### config.mk
export PLATFORM = sky130hd
export DESIGN_NAME = chr_latch_bank_mapper
export DESIGN_NICKNAME = d
export VERILOG_FILES = /design/src/hw/rtl/clbm_pkg.sv /design/src/hw/rtl/clbm_decode.sv /design/src/hw/rtl/clbm_bank_regs.sv /design/src/hw/rtl/chr_latch_bank_mapper.sv
export SDC_FILE = /design/constraint.sdc
export NUM_CORES = 1
export LEC_CHECK = 0
export BUFFER_PORTS_ARGS = -buffer_cell sky130_fd_sc_hd__buf_2
export CAP_MARGIN = 40
export CORE_MARGIN = 5
export CORE_UTILIZATION = 51
export DETAILED_ROUTE_END_ITERATION = 8
export GPL_TIMING_DRIVEN = 0
export PLACE_DENSITY = 0.76
export SYNTH_ARGS = -nofsm -noshare
export SYNTH_HDL_FRONTEND = slang
export SYNTH_SLANG_ARGS = --single-unit
### constraint.sdc
create_clock -name clock -period 2.54 [get_ports clock]
set_input_delay 0.127 -clock clock [delete_from_list [all_inputs] [get_ports clock]]
set_output_delay 0.127 -clock clock [all_outputs]
set_load 0.05 [all_outputs]
### src/hw/rtl/clbm_pkg.sv
// Shared types and constants for the CHR latch bank mapper.
// No dependencies; imported by every module of the block.
package clbm_pkg;

   localparam int unsigned ADDR_W = 16;
   localparam int unsigned DATA_W = 8;
   localparam int unsigned MIRR_W = 2;
   localparam int unsigned NUM_PRG = 3;
   localparam int unsigned NUM_CHR = 4;
   localparam int unsigned NUM_HALF = 2;

   localparam logic [ADDR_W-1:0] FETCH_MASK  = 16'h2FF0;
   localparam logic [ADDR_W-1:0] FETCH_SET   = 16'h0FD0;
   localparam logic [ADDR_W-1:0] FETCH_CLEAR = 16'h0FE0;

   localparam logic ACT_CPU_WRITE = 1'b0;
   localparam logic ACT_PPU_FETCH = 1'b1;

   localparam logic [2:0] CHR_REGION = 3'b111;

   typedef struct packed {
      logic [NUM_PRG-1:0] prg_we;
      logic [NUM_CHR-1:0] chr_we;
      logic               latch_set;
      logic               latch_clr;
      logic               latch_half;
      logic [DATA_W-1:0]  data;
   } update_cmd_type;

   typedef struct packed {
      logic [DATA_W-1:0] prg_bank_slot0;
      logic [DATA_W-1:0] prg_bank_slot1;
      logic [DATA_W-1:0] prg_bank_slot2;
      logic [DATA_W-1:0] chr_bank_low;
      logic [DATA_W-1:0] chr_bank_high;
      logic [MIRR_W-1:0] mirroring;
   } mapping_type;

endpackage

### src/hw/rtl/clbm_decode.sv
// Item decoder: turns one CPU write or PPU fetch into register updates.
// Depends on clbm_pkg.
module clbm_decode import clbm_pkg::*; (
   input  logic                action,
   input  logic [ADDR_W-1:0]   address,
   input  logic [DATA_W-1:0]   write_data,
   output update_cmd_type      cmd
);

   logic              cpu_hit;
   logic              chr_hit;
   logic [1:0]        prg_slot;
   logic [1:0]        chr_slot;
   logic [ADDR_W-1:0] fetch_masked;

   assign cpu_hit      = (action == ACT_CPU_WRITE) && address[15];
   assign chr_hit      = (address[15:13] == CHR_REGION);
   assign prg_slot     = address[14:13];
   assign chr_slot     = address[11:10];
   assign fetch_masked = address & FETCH_MASK;

   always_comb begin
      cmd        = '0;
      cmd.data   = write_data;
      cmd.latch_half = address[12];
      if (cpu_hit) begin
         if (chr_hit) begin
            cmd.chr_we[chr_slot] = 1'b1;
         end else if (prg_slot != 2'd3) begin
            cmd.prg_we[prg_slot] = 1'b1;
         end
      end
      if (action == ACT_PPU_FETCH) begin
         cmd.latch_set = (fetch_masked == FETCH_SET);
         cmd.latch_clr = (fetch_masked == FETCH_CLEAR);
      end
   end

endmodule

### src/hw/rtl/clbm_bank_regs.sv
// Bank and latch registers; applies one update and reports the new mapping.
// Depends on clbm_pkg.
module clbm_bank_regs import clbm_pkg::*; (
   input  logic           clock,
   input  logic           reset,
   input  logic           update_en,
   input  update_cmd_type cmd,
   output mapping_type    map_in
);

   logic [DATA_W-1:0] prg_ff [NUM_PRG];
   logic [DATA_W-1:0] prg_in [NUM_PRG];
   logic [DATA_W-1:0] chr_ff [NUM_CHR];
   logic [DATA_W-1:0] chr_in [NUM_CHR];
   logic [NUM_HALF-1:0] latch_ff;
   logic [NUM_HALF-1:0] latch_in;

   always_comb begin
      for (int i = 0; i < NUM_PRG; i++) begin
         prg_in[i] = cmd.prg_we[i] ? cmd.data : prg_ff[i];
      end
      for (int i = 0; i < NUM_CHR; i++) begin
         chr_in[i] = cmd.chr_we[i] ? cmd.data : chr_ff[i];
      end
      latch_in = latch_ff;
      if (cmd.latch_set) begin
         latch_in[cmd.latch_half] = 1'b1;
      end else if (cmd.latch_clr) begin
         latch_in[cmd.latch_half] = 1'b0;
      end
   end

   always_ff @(posedge clock) begin
      if (reset) begin
         for (int i = 0; i < NUM_PRG; i++) begin
            prg_ff[i] <= '0;
         end
         for (int i = 0; i < NUM_CHR; i++) begin
            chr_ff[i] <= '0;
         end
         latch_ff <= '0;
      end else if (update_en) begin
         prg_ff   <= prg_in;
         chr_ff   <= chr_in;
         latch_ff <= latch_in;
      end
   end

   always_comb begin
      map_in.prg_bank_slot0 = prg_in[0];
      map_in.prg_bank_slot1 = prg_in[1];
      map_in.prg_bank_slot2 = prg_in[2];
      map_in.chr_bank_low   = latch_in[0] ? chr_in[1] : chr_in[0];
      map_in.chr_bank_high  = latch_in[1] ? chr_in[3] : chr_in[2];
      map_in.mirroring      = map_in.chr_bank_low[DATA_W-1 -: MIRR_W];
   end

endmodule

### src/hw/rtl/chr_latch_bank_mapper.sv
// CHR latch bank mapper top level: input register, decode, bank registers, result register.
// An accepted item waits in the input register; its result is registered in the result register once that is free.
// Throughput: one item per cycle while rsp_ready takes each result, set by the single update-and-result stage.
// Reset (synchronous): clears all bank registers, both latches and both valid flags.
// Depends on clbm_pkg, clbm_decode, clbm_bank_regs.
module chr_latch_bank_mapper import clbm_pkg::*; (
   input  logic              clock,
   input  logic              reset,
   input  logic              req_valid,
   output logic              req_ready,
   input  logic              req_action,
   input  logic [ADDR_W-1:0] req_address,
   input  logic [DATA_W-1:0] req_write_data,
   output logic              rsp_valid,
   input  logic              rsp_ready,
   output logic [DATA_W-1:0] rsp_prg_bank_slot0,
   output logic [DATA_W-1:0] rsp_prg_bank_slot1,
   output logic [DATA_W-1:0] rsp_prg_bank_slot2,
   output logic [DATA_W-1:0] rsp_chr_bank_low,
   output logic [DATA_W-1:0] rsp_chr_bank_high,
   output logic [MIRR_W-1:0] rsp_mirroring
);

   logic              in_valid_ff;
   logic              in_action_ff;
   logic [ADDR_W-1:0] in_address_ff;
   logic [DATA_W-1:0] in_data_ff;
   logic              out_valid_ff;
   mapping_type       out_map_ff;
   mapping_type       map_in;
   update_cmd_type    cmd;
   logic              advance;

   assign advance   = in_valid_ff && (!out_valid_ff || rsp_ready);
   assign req_ready = !in_valid_ff || advance;

   always_ff @(posedge clock) begin
      if (reset) begin
         in_valid_ff <= 1'b0;
      end else if (req_ready) begin
         in_valid_ff <= req_valid;
      end
   end

   always_ff @(posedge clock) begin
      if (req_ready && req_valid) begin
         in_action_ff  <= req_action;
         in_address_ff <= req_address;
         in_data_ff    <= req_write_data;
      end
   end

   clbm_decode u_decode (
      .action     (in_action_ff),
      .address    (in_address_ff),
      .write_data (in_data_ff),
      .cmd        (cmd)
   );

   clbm_bank_regs u_bank_regs (
      .clock     (clock),
      .reset     (reset),
      .update_en (advance),
      .cmd       (cmd),
      .map_in    (map_in)
   );

   always_ff @(posedge clock) begin
      if (reset) begin
         out_valid_ff <= 1'b0;
      end else if (advance) begin
         out_valid_ff <= 1'b1;
      end else if (rsp_ready) begin
         out_valid_ff <= 1'b0;
      end
   end

   always_ff @(posedge clock) begin
      if (advance) begin
         out_map_ff <= map_in;
      end
   end

   assign rsp_valid          = out_valid_ff;
   assign rsp_prg_bank_slot0 = out_map_ff.prg_bank_slot0;
   assign rsp_prg_bank_slot1 = out_map_ff.prg_bank_slot1;
   assign rsp_prg_bank_slot2 = out_map_ff.prg_bank_slot2;
   assign rsp_chr_bank_low   = out_map_ff.chr_bank_low;
   assign rsp_chr_bank_high  = out_map_ff.chr_bank_high;
   assign rsp_mirroring      = out_map_ff.mirroring;

endmodule

==> impl_metrics.ini <==
[setup_path]
crit_fanout = 8
crit_required_ns = 2.79
cp_num_cells = 5
r2r_cells = 5
worstPathArrival_ns = 2.66
worstPathCellList = nand4b_4, o41a_1, o22ai_2, mux2_4, a222oi_1
cp_slowest_cell = edfxtp_1
worst_path_largest_cell_delay_ns = 0.47
cp-start-kind = flop
crit_buf_inv = 0
crit_type = flop to flop
crit_family = compound AO/OA/AOI/OAI gates
cp-end-kind = flop

[finish]
drive_above_1_share_pct = 27.2
top_regs = u_bank_regs.chr_ff (32), u_bank_regs.prg_ff (24), in_address_ff (12)
area_growth_pct = 27.9
utilization_pct = 67.2
regMostFlops = u_bank_regs.chr_ff
largest_reg_flops = 32
fin_nets = 553
fin_cells = 666
num_antenna_cells = 0

[yosys]
avgSynthCellArea_sq_um = 11.8
ys_seq_area_share_pct = 62.2
synth_edf_count = 61
synthesis.nets = 443
synthCells = 414
async_flop_share_pct = 0
yosys_warnings = 0
ys_types = 36
syn-cell-area_sq_um = 4880
synth_flop_cell = edfxtp_1
synth_seq_cells = 121

[run]
max_cap_viol_count = 0

[placed_design]
dp_hpwl_mm = 7.29
post-place-cells = 611
portBuffers = 67
gp_congestion = 0.839

[global_route]
grtUsageTotal_pct = 21.1
grt_first_pass_wirelength_mm = 18.7
grt_pass1_vias = 3643
grt.overflow.total = 0
top_usage_layer = met2
met1_usage_pct = 26.6
grt_max_degree = 40
antenna_found_initial = 0
met2_usage_pct = 36.2
met3_usage_pct = 4.14

[drt]
wl_per_cell_um = 17.4
route.detailed.drc = 0
drt-total-wl_mm = 11.6
vias_per_cell = 5.36
drtPass1Iterations = 6
drt_iter0_markers = 271
dr_total_vias = 3570
ant_nets = 0

[cts]
clock_path_buffers = 2
clk_pin_slew_ns = 0.06
clkLatencyLatePin_ns = 0.51
clockRootBuffer = clkbuf_8
cts_buffers = 17
post_cts_resized = 0
tritoncts = yes
clock-sinks = 121
htree_levels = 4

[sta]
worst_pin_slew_ns = 0.915
fin_setup_tns_ns = 0
maxSlewHeadroom_pct = 39.0
hold_viol = 0
rsz0062_at_grt = no
finClkSkew_ns = 0.00857
maxSlewViolCount = 0
max_freq_ghz = 0.415
fin_crit_ns = 2.41
fin_crit_sh_pct = 94.8
setup_viol = 0

[floorplanning]
io_pins = 73
core_area_sq_um = 9280
die_w_um = 108
initial_core_util_pct = 52.5
rows = 35
die-area_sq_um = 11600
dieHeight_um = 108

[hold_path]
min_path_cells = 3
hold_path.class = primary input to flop

[pwr]
ir_drop_uv = 569
p_per_area_nw_per_um2 = 783
fin_total_pwr_mw = 4.88
leakagePower_nw = 2.36

[status]
status = finished clean
-- cells in the mapped netlist, types with 13 or more instances --
library cell | number | area share, %
inv_1 | 42 | 3.2
clkbuf_1 | 13 | 1.0
a222oi_1 | 16 | 3.3
nand3_1 | 33 | 3.4
nor2_1 | 29 | 2.2
mux2i_1 | 24 | 4.9
nand2_1 | 39 | 3.0
dfxtp_1 | 60 | 25
a21oi_1 | 35 | 3.6
edfxtp_1 | 61 | 38
mux2_2 | 24 | 5.5
-- through the flow --
stage	hold slack, ns	area, sq um	setup slack (ns)
after CTS	0.189	6240	0.146
after global routing	0.247	6240	0.0683
final	0.224	6240	0.132
after detailed placement	0.305	5400	0.170
after global placement	0.303	5380	0.191
after floorplan	0.226	4880	0.420
-- placed cells by master (no fill, tap or decap), drive strengths merged, types with 2 or more instances in the layout --
| cell type | instances |
|---|---|
| buf | 76 |
| clkinv | 4 |
| edfxtp | 61 |
| and4bb | 2 |
| clkbuf | 34 |
| o21ai | 3 |
| nor2 | 31 |
| nand3 | 33 |
| a222oi | 16 |
| nor2b | 2 |
| inv | 46 |
| nand2 | 39 |
| mux2 | 26 |
| nor4 | 2 |
| o22ai | 2 |
| nand4b | 2 |
| dfxtp | 60 |
| mux2i | 24 |
| o41a | 2 |
| dlygate4sd3 | 23 |
| a21oi | 35 |
| bufinv | 2 |
| nor3b | 2 |
-- timing repair --
action	in CTS	in global routing
buffers inserted	0	0
endpoints found under the setup margin	0	0
endpoints found under the hold margin	23	0
hold buffers	23	0
-- path summary, 6_finish.rpt --
| path | from | end | slack, ns |
|---|---|---|---|
| setup / recovery | in_address_ff[13] | rsp_chr_bank_high[7] | 0.13 |
| setup reg to reg | in_address_ff[13] | rsp_chr_bank_high[7] | 0.13 |
| hold / removal | reset | u_bank_regs.prg_ff[18] | 0.22 |
| hold reg to reg | u_bank_regs.chr_ff[27] | u_bank_regs.chr_ff[27] | 0.46 |
-- tightest hold or removal path, stage by stage --
cell	delay [ns]
clkbuf_1	0.16
clkbuf_1	0.27
nor2_1	0.14
-- report_power, final --
part           total [mW]  switching, mW  internal (mW)
logic               0.316          0.215          0.101
clock network        2.41          0.867           1.55
registers            2.16         0.0475           2.11
-- per-layer routing --
metal | part of all wire [%] | vias up
li1 | - | 1703
met1 | 40 | 1703
met2 | 52 | 148
met3 | 6.2 | 16
met4 | 1.2 | 0
met5 | 0 | -
-- cell type report --
class | instances | area [sq um]
well taps | 129 | 161
repair buffers | 91 | 586
flip-flops and latches | 121 | 3030
inverters | 42 | 158
clock inverters | 11 | 131
plain buffers | 22 | 115
fillers | 686 | 3050
multi-input cells | 229 | 1570
clock buffers | 21 | 480
-- cells by family after synthesis --
group | count (synthesis) | share of synthesized area, %
AOI/OAI and AO/OA | 60 | 8.57
buffers and inverters | 64 | 5.57
DFF | 121 | 62.2
muxes | 50 | 11.1
and+or+nand+nor | 119 | 12.6
Note: power is estimated with default switching activity, not from simulation.
